### config.mk
export PLATFORM = sky130hd
export DESIGN_NAME = baud_generator_allocator_core
export DESIGN_NICKNAME = d
export VERILOG_FILES = /design/src/rtl/bga_pkg.sv /design/src/rtl/bga_div.sv /design/src/rtl/bga_table.sv /design/src/rtl/baud_generator_allocator_core.sv
export SDC_FILE = /design/constraint.sdc
export NUM_CORES = 1
export LEC_CHECK = 0
export BUFFER_PORTS_ARGS = -buffer_cell sky130_fd_sc_hd__buf_2
export CORE_MARGIN = 1
export CORE_UTILIZATION = 40
export DETAILED_ROUTE_END_ITERATION = 10
export GPL_TIMING_DRIVEN = 0
export PLACE_DENSITY_LB_ADDON = 0.12
export SLEW_MARGIN = 10
export SYNTH_ARGS = -nofsm -noshare
export SYNTH_HDL_FRONTEND = slang
export SYNTH_SLANG_ARGS = --single-unit
### constraint.sdc
create_clock -name i_clk -period 4.1 [get_ports i_clk]
set_input_delay 0.615 -clock i_clk [delete_from_list [all_inputs] [get_ports i_clk]]
set_output_delay 0.615 -clock i_clk [all_outputs]
set_load 0.02 [all_outputs]
### src/rtl/bga_pkg.sv
// Shared types and constants for the baud generator allocator.
package bga_pkg;

    localparam int CLK_W   = 30;
    localparam int BAUD_W  = 20;
    localparam int GIDX_W  = 2;
    localparam int DIV_W   = 12;
    localparam int NUM_W   = CLK_W - 4 + 1;
    localparam int QUOT_W  = NUM_W;
    localparam int REM_W   = BAUD_W + 1;
    localparam int STEP_W  = $clog2(QUOT_W);

    localparam logic [CLK_W-1:0]  CLK_RESET = CLK_W'(25000000);
    localparam logic [QUOT_W:0]   DIV_MAX   = (QUOT_W + 1)'(4096);
    localparam logic [QUOT_W:0]   PRE_ROUND = (QUOT_W + 1)'(8);

    typedef enum logic [1:0] {
        ST_IDLE,
        ST_SCAN,
        ST_DIV,
        ST_RESP
    } t_state;

    typedef struct packed {
        logic done;
        logic found;
    } t_scan_res;

endpackage

### src/rtl/bga_div.sv
// Iterative restoring divider, one quotient bit per cycle.
module bga_div
    import bga_pkg::*;
(
    input  logic              i_clk,
    input  logic              i_rst_n,
    input  logic              i_start,
    input  logic [NUM_W-1:0]  i_dividend,
    input  logic [BAUD_W-1:0] i_divisor,
    output logic              o_done,
    output logic [QUOT_W-1:0] o_quotient
);

    localparam logic [STEP_W-1:0] LAST_STEP = STEP_W'(QUOT_W - 1);

    logic              r_busy;
    logic              r_done;
    logic [STEP_W-1:0] r_cnt;
    logic [REM_W-1:0]  r_rem;
    logic [QUOT_W-1:0] r_quot;
    logic [BAUD_W-1:0] r_dvsr;

    logic [REM_W-1:0]  n_shift;
    logic              n_ge;

    always_comb begin
        n_shift = {r_rem[REM_W-2:0], r_quot[QUOT_W-1]};
        n_ge    = (n_shift >= {1'b0, r_dvsr});
    end

    always_ff @(posedge i_clk) begin
        if (!i_rst_n) begin
            r_busy <= 1'b0;
            r_done <= 1'b0;
            r_cnt  <= '0;
        end else begin
            r_done <= 1'b0;
            if (i_start) begin
                r_busy <= 1'b1;
                r_cnt  <= '0;
            end else if (r_busy) begin
                r_cnt <= r_cnt + 1'b1;
                if (r_cnt == LAST_STEP) begin
                    r_busy <= 1'b0;
                    r_done <= 1'b1;
                end
            end
        end
    end

    always_ff @(posedge i_clk) begin
        if (i_start) begin
            r_rem  <= '0;
            r_quot <= i_dividend;
            r_dvsr <= i_divisor;
        end else if (r_busy) begin
            r_rem  <= n_ge ? (n_shift - {1'b0, r_dvsr}) : n_shift;
            r_quot <= {r_quot[QUOT_W-2:0], n_ge};
        end
    end

    assign o_done     = r_done;
    assign o_quotient = r_quot;

endmodule

### src/rtl/bga_table.sv
// Generator rate table with a sequential search for a match or a free entry.
module bga_table
    import bga_pkg::*;
#(
    parameter int NUM_GENERATORS = 4,
    parameter int IDX_W          = 2
) (
    input  logic              i_clk,
    input  logic              i_rst_n,
    input  logic              i_start,
    input  logic [BAUD_W-1:0] i_baud,
    output t_scan_res         o_res,
    output logic [IDX_W-1:0]  o_idx
);

    localparam logic [IDX_W-1:0] LAST = IDX_W'(NUM_GENERATORS - 1);

    logic [BAUD_W-1:0]         r_rate [NUM_GENERATORS];
    logic [NUM_GENERATORS-1:0] r_in_use;

    logic             r_busy;
    logic [IDX_W-1:0] r_cnt;
    logic             r_match_f;
    logic [IDX_W-1:0] r_match_idx;
    logic             r_free_f;
    logic [IDX_W-1:0] r_free_idx;
    t_scan_res        r_res;
    logic [IDX_W-1:0] r_idx;

    logic             n_hit;
    logic             n_free;
    logic             n_m_f;
    logic [IDX_W-1:0] n_m_idx;
    logic             n_f_f;
    logic [IDX_W-1:0] n_f_idx;
    logic             n_found;
    logic [IDX_W-1:0] n_pick;

    always_comb begin
        n_hit   = r_in_use[r_cnt] && (r_rate[r_cnt] == i_baud);
        n_free  = !r_in_use[r_cnt];
        n_m_f   = r_match_f | n_hit;
        n_m_idx = r_match_f ? r_match_idx : r_cnt;
        n_f_f   = r_free_f | n_free;
        n_f_idx = r_free_f ? r_free_idx : r_cnt;
        n_found = n_m_f | n_f_f;
        n_pick  = n_m_f ? n_m_idx : n_f_idx;
    end

    always_ff @(posedge i_clk) begin
        if (!i_rst_n) begin
            r_busy    <= 1'b0;
            r_cnt     <= '0;
            r_match_f <= 1'b0;
            r_free_f  <= 1'b0;
            r_in_use  <= '0;
            r_res     <= '0;
        end else begin
            r_res.done <= 1'b0;
            if (i_start) begin
                r_busy    <= 1'b1;
                r_cnt     <= '0;
                r_match_f <= 1'b0;
                r_free_f  <= 1'b0;
            end else if (r_busy) begin
                r_match_f <= n_m_f;
                r_free_f  <= n_f_f;
                r_cnt     <= r_cnt + 1'b1;
                if (r_cnt == LAST) begin
                    r_busy      <= 1'b0;
                    r_res.done  <= 1'b1;
                    r_res.found <= n_found;
                    if (n_found) begin
                        r_in_use[n_pick] <= 1'b1;
                    end
                end
            end
        end
    end

    always_ff @(posedge i_clk) begin
        if (r_busy) begin
            r_match_idx <= n_m_idx;
            r_free_idx  <= n_f_idx;
            if (r_cnt == LAST) begin
                r_idx <= n_pick;
                if (n_found) begin
                    r_rate[n_pick] <= i_baud;
                end
            end
        end
    end

    assign o_res = r_res;
    assign o_idx = r_idx;

endmodule

### src/rtl/baud_generator_allocator_core.sv
// Top level of the baud generator allocator: sequencer, clock register, result register.
//
// Usage:
// - Request channel: i_in_valid / o_in_ready carry i_baud_rate. One request is
//   taken at a time; o_in_ready is high only while the block is idle.
// - Response channel: o_out_valid / i_out_ready carry o_granted,
//   o_generator_index, o_divisor_minus_one and o_prescale_by_16.
// - Path from request to response valid: when a generator is granted, the
//   table is searched one entry per cycle, the divider is started, the
//   bit-serial divider runs and the result is registered; when all are busy
//   only the search runs, and a zero rate goes straight to the response.
// - Requests do not overlap: a new request is taken only after the previous
//   response has been accepted; the divider is the longest step.
// - Configuration: i_cfg_we writes i_cfg_wdata into the system clock register
//   at once; write only while idle.
// - Reset clears the used flags and loads the clock register with 25 MHz.
// - A stalled receiver holds the response; no new request is taken until the
//   response is accepted.
module baud_generator_allocator_core
    import bga_pkg::*;
#(
    parameter int NUM_GENERATORS = 4
) (
    input  logic              i_clk,
    input  logic              i_rst_n,
    input  logic              i_cfg_we,
    input  logic [CLK_W-1:0]  i_cfg_wdata,
    input  logic              i_in_valid,
    output logic              o_in_ready,
    input  logic [BAUD_W-1:0] i_baud_rate,
    output logic              o_out_valid,
    input  logic              i_out_ready,
    output logic              o_granted,
    output logic [GIDX_W-1:0] o_generator_index,
    output logic [DIV_W-1:0]  o_divisor_minus_one,
    output logic              o_prescale_by_16
);

    localparam int IDX_W = (NUM_GENERATORS > 1) ? $clog2(NUM_GENERATORS) : 1;

    t_state            r_state;
    t_state            n_state;
    logic [CLK_W-1:0]  r_clk_hz;
    logic [BAUD_W-1:0] r_baud;
    logic              r_granted;
    logic [GIDX_W-1:0] r_gen_idx;
    logic [DIV_W-1:0]  r_div_m1;
    logic              r_pre;

    logic              in_acc;
    logic              scan_start;
    logic              div_start;
    logic              out_valid;
    t_scan_res         scan_res;
    logic [IDX_W-1:0]  scan_idx;
    logic              div_done;
    logic [QUOT_W-1:0] quot;
    logic [NUM_W-1:0]  dividend;

    logic                     pre;
    logic [QUOT_W:0]          q_ext;
    logic [QUOT_W:0]          q_round;
    logic [QUOT_W:0]          q_sel;
    logic [QUOT_W:0]          d_sat;
    logic [QUOT_W:0]          d_m1;
    logic [GIDX_W+IDX_W-1:0]  idx_ext;

    assign in_acc = i_in_valid && o_in_ready;

    always_comb begin
        n_state = r_state;
        unique case (r_state)
            ST_IDLE: begin
                if (in_acc) begin
                    n_state = (i_baud_rate == '0) ? ST_RESP : ST_SCAN;
                end
            end
            ST_SCAN: begin
                if (scan_res.done) begin
                    n_state = scan_res.found ? ST_DIV : ST_RESP;
                end
            end
            ST_DIV: begin
                if (div_done) begin
                    n_state = ST_RESP;
                end
            end
            ST_RESP: begin
                if (i_out_ready) begin
                    n_state = ST_IDLE;
                end
            end
            default: n_state = ST_IDLE;
        endcase
    end

    always_comb begin
        o_in_ready = 1'b0;
        out_valid  = 1'b0;
        scan_start = 1'b0;
        div_start  = 1'b0;
        unique case (r_state)
            ST_IDLE: begin
                o_in_ready = 1'b1;
                scan_start = i_in_valid && (i_baud_rate != '0);
            end
            ST_SCAN: div_start = scan_res.done && scan_res.found;
            ST_DIV:  ;
            ST_RESP: out_valid = 1'b1;
            default: ;
        endcase
    end

    always_ff @(posedge i_clk) begin
        if (!i_rst_n) begin
            r_state  <= ST_IDLE;
            r_clk_hz <= CLK_RESET;
        end else begin
            r_state <= n_state;
            if (i_cfg_we) begin
                r_clk_hz <= i_cfg_wdata;
            end
        end
    end

    assign dividend = NUM_W'(r_clk_hz[CLK_W-1:4]) + NUM_W'(r_baud[BAUD_W-1:1]);

    always_comb begin
        q_ext   = {1'b0, quot};
        pre     = (q_ext > DIV_MAX);
        q_round = (q_ext + PRE_ROUND) >> 4;
        q_sel   = pre ? q_round : q_ext;
        if (q_sel == '0) begin
            d_sat = (QUOT_W + 1)'(1);
        end else if (q_sel > DIV_MAX) begin
            d_sat = DIV_MAX;
        end else begin
            d_sat = q_sel;
        end
        d_m1    = d_sat - 1'b1;
        idx_ext = {{GIDX_W{1'b0}}, scan_idx};
    end

    always_ff @(posedge i_clk) begin
        unique case (r_state)
            ST_IDLE: begin
                if (in_acc) begin
                    r_baud    <= i_baud_rate;
                    r_granted <= 1'b0;
                    r_gen_idx <= '0;
                    r_div_m1  <= '0;
                    r_pre     <= 1'b0;
                end
            end
            ST_SCAN: begin
                if (scan_res.done && scan_res.found) begin
                    r_gen_idx <= idx_ext[GIDX_W-1:0];
                end
            end
            ST_DIV: begin
                if (div_done) begin
                    r_granted <= 1'b1;
                    r_div_m1  <= d_m1[DIV_W-1:0];
                    r_pre     <= pre;
                end
            end
            ST_RESP: ;
            default: ;
        endcase
    end

    bga_table #(
        .NUM_GENERATORS (NUM_GENERATORS),
        .IDX_W          (IDX_W)
    ) u_table (
        .i_clk   (i_clk),
        .i_rst_n (i_rst_n),
        .i_start (scan_start),
        .i_baud  (r_state == ST_IDLE ? i_baud_rate : r_baud),
        .o_res   (scan_res),
        .o_idx   (scan_idx)
    );

    bga_div u_div (
        .i_clk      (i_clk),
        .i_rst_n    (i_rst_n),
        .i_start    (div_start),
        .i_dividend (dividend),
        .i_divisor  (r_baud),
        .o_done     (div_done),
        .o_quotient (quot)
    );

    assign o_out_valid         = out_valid;
    assign o_granted           = r_granted;
    assign o_generator_index   = r_gen_idx;
    assign o_divisor_minus_one = r_div_m1;
    assign o_prescale_by_16    = r_pre;

endmodule
==> results.toml, run 1 <==
[sta]
max_freq_ghz = 0.259
timing.final.crit_period_ps = 3860
fin_crit_sh = 0.941
finClkSkew_ps = 42.0
fin_ws_ps = 240
timing.final.setup_violations = 0
whs_ps = 243
hold_violations = 0
worstMarginPinSlew_ps = 1060
slew_violations = 0
rsz0062_at_grt = "false"
slew_headroom = 0.290

[placed_design]
place_hpwl_um = 23600
placed_cell_area_mm2 = 0.0135
pre_cts_slack_ps = -440
port_buffers = 66
gp_congestion = 0.872

[synth]
postSynthCellCount = 1136
ys_seq_area_frac = 0.513
avgSynthCellArea_um2 = 11.1
synth_nets = 1241
post-synth-top-count-cell = "edfxtp_1"
synth_area_leader_cell = "edfxtp_1"
ys_types = 71
synthTopCellsByCount = "169 x edfxtp_1, 103 x nand2_1, 78 x nor2_1"
syn_area_mm2 = 0.0126
synth_top_area_frac = 0.404
yosys_register_bits = 237
ys.warnings.count = 0
synth_edf_count = 169
synthTopCellsByArea = "edfxtp_1 40%, dfxtp_1 11%, ha_1 4.8%"
synth-main-ff-cell = "edfxtp_1"
synth-async-reset-ratio = 0

[critical_path]
crit_arrival_ps = 4150
end_kind = "flip-flop"
path_class = "reg2reg"
crit_required_ps = 4390
cp-start-kind = "flip-flop"
r2r-start = "r_state[0]$_SDFFE_PN0P_"
cp_max_fo = 10
r2r_cells = 14
r2r_slack_ps = 240
timing.rr.end = "u_table.r_rate[3][5]$_DFFE_PP_"

[grt]
grt_pass1_vias = 8739
antenna_found_initial = 0
grt_first_pass_wirelength_um = 49200
overflow = 0
grt_max_degree = 28
track_usage = 0.201

[min_path]
hold_path.class = "in2reg"
whs_path_depth = 1
whs_endpoint = "r_baud[14]$_DFFE_PP_"
hold_path.startpoint = "i_baud_rate[14]"

[detailed_routing]
antenna_left = 0
routed_wl_um = 31600
vias = 9022
drc = 8
drt-initial-drc-count = 601
dr.pass1.iters = 7
wl_per_cell_um = 19.0
routed_via_density = 5.44

[clock_tree]
numCtsBuffers = 28
path_clk_slew_ps = 60
h-tree-depth = 1
clk-insertion-delay-late_ps = 580
clockBufferDepth = 3
cts.sinks = 237
cts_tree = "yes"
clock-root-buffer = "clkbuf_16"

[layout]
num_antenna_cells = 0
post-route-util = 0.476
fin_nets = 1346
drive_above_1_share = 0.177
seq_area_mm2 = 0.00644
area.growth.synth_to_final_pct = 16.7
fillers = 2859
multiInputGateArea_mm2 = 0.00577
final_area_mm2 = 0.0146

[power]
leakagePower_uw = 0.00548
switching_share = 0.298
internal-power_uw = 5400
ir_drop_mv = 0.371
power.switching_uw = 2300
pwr-share-seq = 0.404
clkPwrFrac = 0.354
pwr-share-comb = 0.242
power_density_mw_per_mm2 = 526

[die]
initial_utilization = 0.408
core_mm2 = 0.0307
rows = 64
die_h_um = 179
fp.dieW_um = 179
die-area_mm2 = 0.0321
io-pin-count = 73

[run]
cap_violations = 0

[status]
violations = "design-rule violations"
status = "finished, violations left"
## cell usage in the layout, fill, tap and decap left out, drive strengths merged, types with 4 or more instances in the layout
cell    count
dfxtp      68
a211oi     12
o21ai      73
xor2       19
o21a       20
bufinv      4
a21boi      4
a21oi      58
mux2i      43
a31oi       8
o211ai      5
nand4      25
nor4       15
ha         48
and2       11
clkbuf     72
nand2     103
edfxtp    169
nand2b      7
nor2b      12
o311ai      4
o31ai      13
or2         7
o41ai       5
xnor2      47
nor3b       6
mux2       25
clkinv      5
inv        55
and3       11
a21o       13
nor3       29
mux4       21
nor2       79
buf        94
nand3      22
or3        12
## cell type report
type,instances,area share
Multi-Input combinational cell,794,0.394
Sequential cell,237,0.439
Clock inverter,10,0.0123
Tap cell,396,0.0338
Clock buffer,42,0.0584
Timing Repair Buffer,75,0.0326
Buffer,49,0.0150
Inverter,56,0.0144
## metrics by stage
stage          power, µW  setup TNS [ps]  cells
6_report            7700               0   1659
5_1_grt             8060               0   1659
4_1_cts             7760               0   1659
3_5_place_dp        5010          -26940   1602
3_3_place_gp        5000          -97590   1598
2_1_floorplan       4470               0   1136
## worst max path at each step
stage | slack, ps | from | to | cells past startpoint
floorplan | 40 | r_state[0]$_SDFFE_PN0P_ | u_table.r_rate[0][0]$_DFFE_PP_ | 12
CTS | 90 | r_state[0]$_SDFFE_PN0P_ | u_table.r_rate[0][1]$_DFFE_PP_ | 14
finish | 240 | r_state[0]$_SDFFE_PN0P_ | u_table.r_rate[3][5]$_DFFE_PP_ | 14
global placement | -1250 | r_state[0]$_SDFFE_PN0P_ | u_table.r_rate[0][13]$_DFFE_PP_ | 13
detailed placement | -440 | r_state[0]$_SDFFE_PN0P_ | u_table.r_rate[2][12]$_DFFE_PP_ | 14
global route | 30 | u_div.o_quotient[4]$_DFFE_PP_ | o_divisor_minus_one[8]$_SDFFCE_PN0P_ | 14
## power by group through the flow
stage	logic (µW)	registers, µW	clock network [µW]
after global placement	1840	3160	0
final	1870	3110	2720
after floorplan	1280	3190	0
after CTS	1870	3110	2780
after global routing	2050	3130	2870
after detailed placement	1850	3160	0
## kinds of logic (layout without fill, tap and decap cells)
group / after synthesis / count (layout) / synth area share
AO/OA/AOI/OAI: 242 / 242 / 0.124
adder cells (fa/ha/maj): 50 / 50 / 0.0510
multiplexers: 89 / 89 / 0.0947
XOR/XNOR: 66 / 66 / 0.0460
buffers and inverters: 105 / 232 / 0.0337
AND/OR/NAND/NOR: 347 / 347 / 0.138
flip-flops: 237 / 237 / 0.513
## worst max-delay path, cell delays in order (launching register included)
cell	delay, ps
dfxtp_1	340
inv_1	110
ha_2	260
clkbuf_4	250
buf_4	240
clkbuf_4	260
mux2_2	410
xnor2_1	200
nand3_1	150
nor4b_4	400
nor2_2	160
mux2_4	300
inv_1	130
nor2_4	180
buf_8	170
## sequential cells by signal (all words and copies together) (netlist names), 4 cells and up, named ones only
name / flops
r_baud: 20
u_div.r_dvsr: 20
u_div.o_quotient: 27
u_div.r_cnt: 5
r_clk_hz: 26
u_table.r_rate: 80
u_table.r_in_use: 4
o_divisor_minus_one: 12
u_div.r_rem: 20
## per-layer routing
layer	up-vias	track usage	part of all wire
li1	4449	-	-
met1	4377	0.280	0.48
met2	153	0.329	0.46
met3	43	0.0244	0.034
met4	0	0.0560	0.026
met5	-	0	0
## what timing repair did
action,in CTS,in global routing
setup endpoints to repair,99,85
gates resized for setup,7,11
buffers inserted,5,0
pin swaps,4,1
hold buffers,0,0
endpoints found under the hold margin,0,0
(Power assumes the default switching activity.)
==> run 2, diff against run 1 <==
ABC_AREA = 1   (was unset)
TNS_END_PERCENT = 20   (was unset)
clock period = 3.6 ns   (was 4.1 ns; I/O delays follow)
==> results.toml, run 2 <==
[critical_path]
cp_max_fo = 10
crit_chain = "inv_1, ha_1, buf_4, inv_2, buf_6, or2_0, o21ai_2, o21ai_1, nor2_1, nand4_1, nor2_1, nand3_2, nand2_4, nand2_1, o21ai_4, inv_4, nor3_4, buf_12, clkbuf_16"
crit_required_ps = 3900
crit_slowest_cell = "dfxtp_2"
critPathMaxStageDelay_ps = 330
r2r_cells = 19
path_class = "reg2reg"
r2r_slack_ps = 180
end_kind = "flip-flop"
cp-start-kind = "flip-flop"
critPathBufInv = 7
r2r-start = "r_state[1]$_SDFFE_PN0P_"
crit_top_cell = "nor2_1"
crit_arrival_ps = 3720
path_delay_family = "simple AND/OR/NAND/NOR gates"
timing.rr.end = "u_table.r_rate[0][15]$_DFFE_PP_"

[synth]
synth_area_leader_cell = "edfxtp_1"
syn_area_mm2 = 0.0132
synthTopCellsByCount = "390 x nand2_1, 169 x edfxtp_1, 146 x nor2_1"
avgSynthCellArea_um2 = 8.45
ys.warnings.count = 0
post-synth-top-count-cell = "nand2_1"
synth-async-reset-ratio = 0
synthTopCellsByArea = "edfxtp_1 39%, nand2_1 11%, dfxtp_1 10%"
synth_top_area_frac = 0.385
synth_nets = 1664
ys_seq_area_frac = 0.489
ys_types = 53
yosys_register_bits = 237
synth-main-ff-cell = "edfxtp_1"
postSynthCellCount = 1559
synth_edf_count = 169

[layout]
fin_nets = 1779
final_common_cell = "nand2_1"
num_antenna_cells = 0
regMostFlops = "u_table.r_rate"
layout_common_cells = "382 x nand2_1, 169 x edfxtp_1, 146 x nor2_1"
area.growth.synth_to_final_pct = 16.8
largest_reg_flops = 80
fillers = 3220
layoutNonFillerInstCount = 2138
final_area_mm2 = 0.0154
post-route-util = 0.474
drive_above_1_share = 0.153

[power]
clkPwrFrac = 0.331
internal-power_uw = 5720
power.switching_uw = 2800
ir_drop_mv = 0.428
power_density_mw_per_mm2 = 554
pwr-share-seq = 0.413
pwr-share-comb = 0.256
leakagePower_uw = 0.00630
switching_share = 0.329

[grt]
grt_max_degree = 30
overflow = 0
track_usage = 0.216
grt_first_pass_wirelength_um = 56400
antenna_found_initial = 0
grt_pass1_vias = 10300

[clock_tree]
numCtsBuffers = 28
clockBufferDepth = 3
h-tree-depth = 1
cts.hold.buffers_added = 0
cts.sinks = 237
clock-root-buffer = "clkbuf_16"
cts_tree = "yes"
path_clk_slew_ps = 60
clk-insertion-delay-late_ps = 580

[min_path]
whs_path_depth = 1
whs_endpoint = "r_baud[4]$_DFFE_PP_"
hold_path.class = "in2reg"
hold_path.startpoint = "i_baud_rate[4]"

[sta]
timing.final.crit_period_ps = 3420
rsz0062_at_grt = "false"
fin_crit_sh = 0.950
timing.final.setup_violations = 0
worstMarginPinSlew_ps = 873
finalSetupTns_ps = 0
slew_headroom = 0.417
max_freq_ghz = 0.292
finClkSkew_ps = 55.2
slew_violations = 0
hold_violations = 0
fin_ws_ps = 178

[die]
core_mm2 = 0.0325
die_h_um = 183
die-area_mm2 = 0.0337
fp.dieW_um = 183
rows = 66
initial_utilization = 0.406
io-pin-count = 73

[placed_design]
place_inst = 2075
placed_cell_area_mm2 = 0.0142
pre_cts_slack_ps = -869
place_hpwl_um = 27100
port_buffers = 67
gp_congestion = 0.869

[detailed_routing]
wl_per_cell_um = 16.7
drc = 0
vias = 10700
antenna_left = 0
dr.pass1.iters = 5
routed_via_density = 5.02
drt-initial-drc-count = 516
routed_wl_um = 35600

[run]
cap_violations = 0

[status]
status = "complete, no violations"
==> run 2: changes by cell type in the layout (fill, tap and decap cells not counted), sizes merged, moves of 16 or more <==
cell | previous run | this run
nand2 | 103 | 416
inv | 55 | 147
nor2 | 79 | 163
nand3 | 22 | 99
o21ai | 73 | 140
mux2i | 43 | 0
a21oi | 58 | 86
mux2 | 25 | 0
mux4 | 21 | 0
xnor2 | 47 | 27
o21a | 20 | 4
==> run 2: logic make-up (layout without fill, tap and decap cells) <==
| group | Yosys count | in the layout | share of synthesized area |
|---|---|---|---|
| XOR/XNOR | 50 | 50 | 0.0338 |
| adder cells (fa/ha/maj) | 50 | 50 | 0.0486 |
| buffers and inverters | 201 | 338 | 0.0650 |
| flip-flops | 237 | 237 | 0.489 |
| AND/OR/NAND/NOR | 752 | 752 | 0.251 |
| AO/OA/AOI/OAI | 269 | 269 | 0.113 |
==> run 2: power groups by stage <==
| stage | combinational [µW] | clock [µW] | sequential, µW |
|---|---|---|---|
| 6_report | 2180 | 2820 | 3520 |
| 3_5_place_dp | 2060 | 0 | 3580 |
| 3_3_place_gp | 2000 | 0 | 3580 |
| 4_1_cts | 2130 | 2880 | 3520 |
| 5_1_grt | 2430 | 3010 | 3540 |
| 2_1_floorplan | 1260 | 0 | 3630 |
==> run 2: worst max path at each step <==
stage	start	endpoint	slack, ps	depth (start not counted)
final	r_state[1]$_SDFFE_PN0P_	u_table.r_rate[0][15]$_DFFE_PP_	180	19
after global routing	r_state[1]$_SDFFE_PN0P_	u_table.r_rate[0][15]$_DFFE_PP_	30	20
after CTS	r_state[1]$_SDFFE_PN0P_	u_table.r_rate[0][2]$_DFFE_PP_	20	18
after detailed placement	r_state[1]$_SDFFE_PN0P_	u_table.r_rate[3][7]$_DFFE_PP_	-870	18
after global placement	r_state[1]$_SDFFE_PN0P_	u_table.r_rate[1][12]$_DFFE_PP_	-2520	16
after floorplan	r_state[0]$_SDFFE_PN0P_	u_table.r_rate[1][0]$_DFFE_PP_	-560	16
==> run 2: stage by stage <==
| step | power [µW] | hold slack (ps) |
|---|---|---|
| floorplan | 4890 | 427 |
| global placement | 5580 | 440 |
| detailed placement | 5640 | 446 |
| CTS | 8530 | 121 |
| global route | 8970 | 130 |
| finish | 8520 | 148 |
==> run 2: layout make-up <==
cell class	count	area, µm²	area share
well taps	442	553	0.0359
plain buffers	52	307	0.0199
multi-input cells	1121	6060	0.394
repair buffers	85	543	0.0353
clock inverters	13	144	0.00935
flip-flops and latches	237	6440	0.418
clock buffers	39	782	0.0508
inverters	149	564	0.0367
==> run 2: timing repair <==
action                                  4_1_cts  5_1_grt
cloned                                        0        1
pin swaps                                     4        3
resized for setup                            32       23
endpoints found under the setup margin       99       87
setup buffers                                 6        4
==> run 2: routing by layer <==
layer	wire (µm)	global-route usage	vias to the layer above
met2	16700	0.363	180
met4	1220	0.0750	0
li1	-	-	5504
met5	0	0	-
met3	1110	0.0250	59
met1	16600	0.287	4996
==> run 3, diff against run 2 <==
clock period = 3.05 ns   (was 3.6 ns; I/O delays follow)
==> results.toml, run 3 (synthesis results as in run 2) <==
[status]
status = "finished, violations left"
violations = "negative setup slack"

[critical_path]
path_class = "reg2reg"
crit_slowest_cell = "dfxtp_2"
r2r_slack_ps = -70
cp-start-kind = "flip-flop"
timing.rr.end = "u_table.r_rate[0][14]$_DFFE_PP_"
crit_chain = "inv_2, ha_4, inv_6, buf_12, or2_4, o21ai_4, o21ai_2, nor2_2, nand4_1, nor2_2, nand3_2, nand2_4, buf_12, nand2_4, o21ai_4, inv_4, buf_8, nor3_4, buf_12"
path_delay_family = "simple AND/OR/NAND/NOR gates"
r2r_cells = 19
critPathMaxStageDelay_ps = 330
crit_required_ps = 3340
cp_max_fo = 10
crit_top_cell = "buf_12"
end_kind = "flip-flop"
r2r-start = "r_state[0]$_SDFFE_PN0P_"
worstSetupPathDepth = 19
crit_arrival_ps = 3410
critPathBufInv = 7

[grt]
overflow = 0
track_usage = 0.222
grt_pass1_vias = 10700
grt_max_degree = 30
antenna_found_initial = 0
grt_first_pass_wirelength_um = 57100

[detailed_routing]
antenna_left = 0
wl_per_cell_um = 17.0
dr.pass1.iters = 5
routed_wl_um = 37600
drt-initial-drc-count = 630
vias = 11200
drc = 0
routed_via_density = 5.08

[placed_design]
pre_cts_slack_ps = -1450
place_inst = 2069
gp_congestion = 0.880
place_hpwl_um = 26800
port_buffers = 67

[sta]
finClkSkew_ps = 49.9
hold_violations = 0
whs_ps = 74.7
worstMarginPinSlew_ps = 882
timing.final.setup_violations = 77
timing.final.crit_period_ps = 3120
fin_crit_sh = 1.02
slew_headroom = 0.412
rsz0062_at_grt = "true"
slew_violations = 0
max_freq_ghz = 0.320
fin_ws_ps = -71.3

[clock_tree]
clock-root-buffer = "clkbuf_16"
cts.hold.buffers_added = 0
clockBufferDepth = 3
cts_tree = "yes"
clk-insertion-delay-late_ps = 580
h-tree-depth = 1
cts.sinks = 237
numCtsBuffers = 28
path_clk_slew_ps = 60

[layout]
largest_reg_flops = 80
area.growth.synth_to_final_pct = 25.2
num_antenna_cells = 0
regMostFlops = "u_table.r_rate"
layoutNonFillerInstCount = 2209
layout_common_cells = "369 x nand2_1, 169 x edfxtp_1, 135 x nor2_1"
final_common_cell = "nand2_1"
fin_nets = 1850
drive_above_1_share = 0.226
post-route-util = 0.508

[die]
initial_utilization = 0.406
die_h_um = 183
core_mm2 = 0.0325
die-area_mm2 = 0.0337
io-pin-count = 73
fp.dieW_um = 183
rows = 66

[min_path]
hold_path.class = "in2reg"
whs_path_depth = 1
hold_path.startpoint = "i_baud_rate[18]"
whs_endpoint = "r_baud[18]$_DFFE_PP_"

[power]
power_density_mw_per_mm2 = 653
ir_drop_mv = 0.512
power.total_uw = 10800
leakagePower_uw = 0.00685

[run]
cap_violations = 0
## run 3: through the flow
stage                     instance area [µm²]  TNS (ps)
after detailed placement                14200   -133640
after global routing                    16500     -6440
final                                   16500     -2320
after floorplan                         13300         0
after CTS                               15800     -2060
after global placement                  14200   -135170
## run 3: power by group
| group | switching [µW] | internal, µW | total [µW] |
|---|---|---|---|
| Clock | 1370 | 2200 | 3570 |
| Sequential | 177 | 3980 | 4160 |
| Combinational | 1950 | 1090 | 3040 |
## run 3: routing by layer
layer / vias to the layer above / GRT usage / wire (µm) / share of wire
li1: 5652 / - / - / -
met2: 269 / 0.393 / 18400 / 0.49
met5: - / 0 / 0 / 0
met1: 5201 / 0.274 / 15700 / 0.42
met4: 0 / 0.0773 / 1560 / 0.041
met3: 90 / 0.0317 / 1830 / 0.049
## run 3: worst max-delay path by stage
stage / from / to / slack [ps]
6_report: r_state[0]$_SDFFE_PN0P_ / u_table.r_rate[0][14]$_DFFE_PP_ / -70
5_1_grt: u_div.o_quotient[4]$_DFFE_PP_ / o_divisor_minus_one[11]$_SDFFCE_PN0P_ / -120
4_1_cts: r_state[0]$_SDFFE_PN0P_ / u_table.r_rate[2][8]$_DFFE_PP_ / -100
3_5_place_dp: r_state[1]$_SDFFE_PN0P_ / u_div.r_rem[12]$_SDFFE_PP0P_ / -1450
3_3_place_gp: r_state[1]$_SDFFE_PN0P_ / u_div.r_rem[14]$_SDFFE_PP0P_ / -1450
2_1_floorplan: r_state[1]$_SDFFE_PN0P_ / u_table.r_rate[2][0]$_DFFE_PP_ / 3
## run 3: layout make-up
class	instances	area, µm²
repair buffers	154	1170
clock buffers	33	759
multi-input cells	1125	6430
flip-flops and latches	237	6440
clock inverters	19	248
fillers	3079	16000
well taps	442	553
plain buffers	50	325
inverters	149	579
## run 3: what timing repair did
item / CTS / global route
setup endpoints to repair: 148 / 109
resized for setup: 52 / 86
cloned: 6 / 2
pin swaps: 17 / 51
buffers inserted: 35 / 50
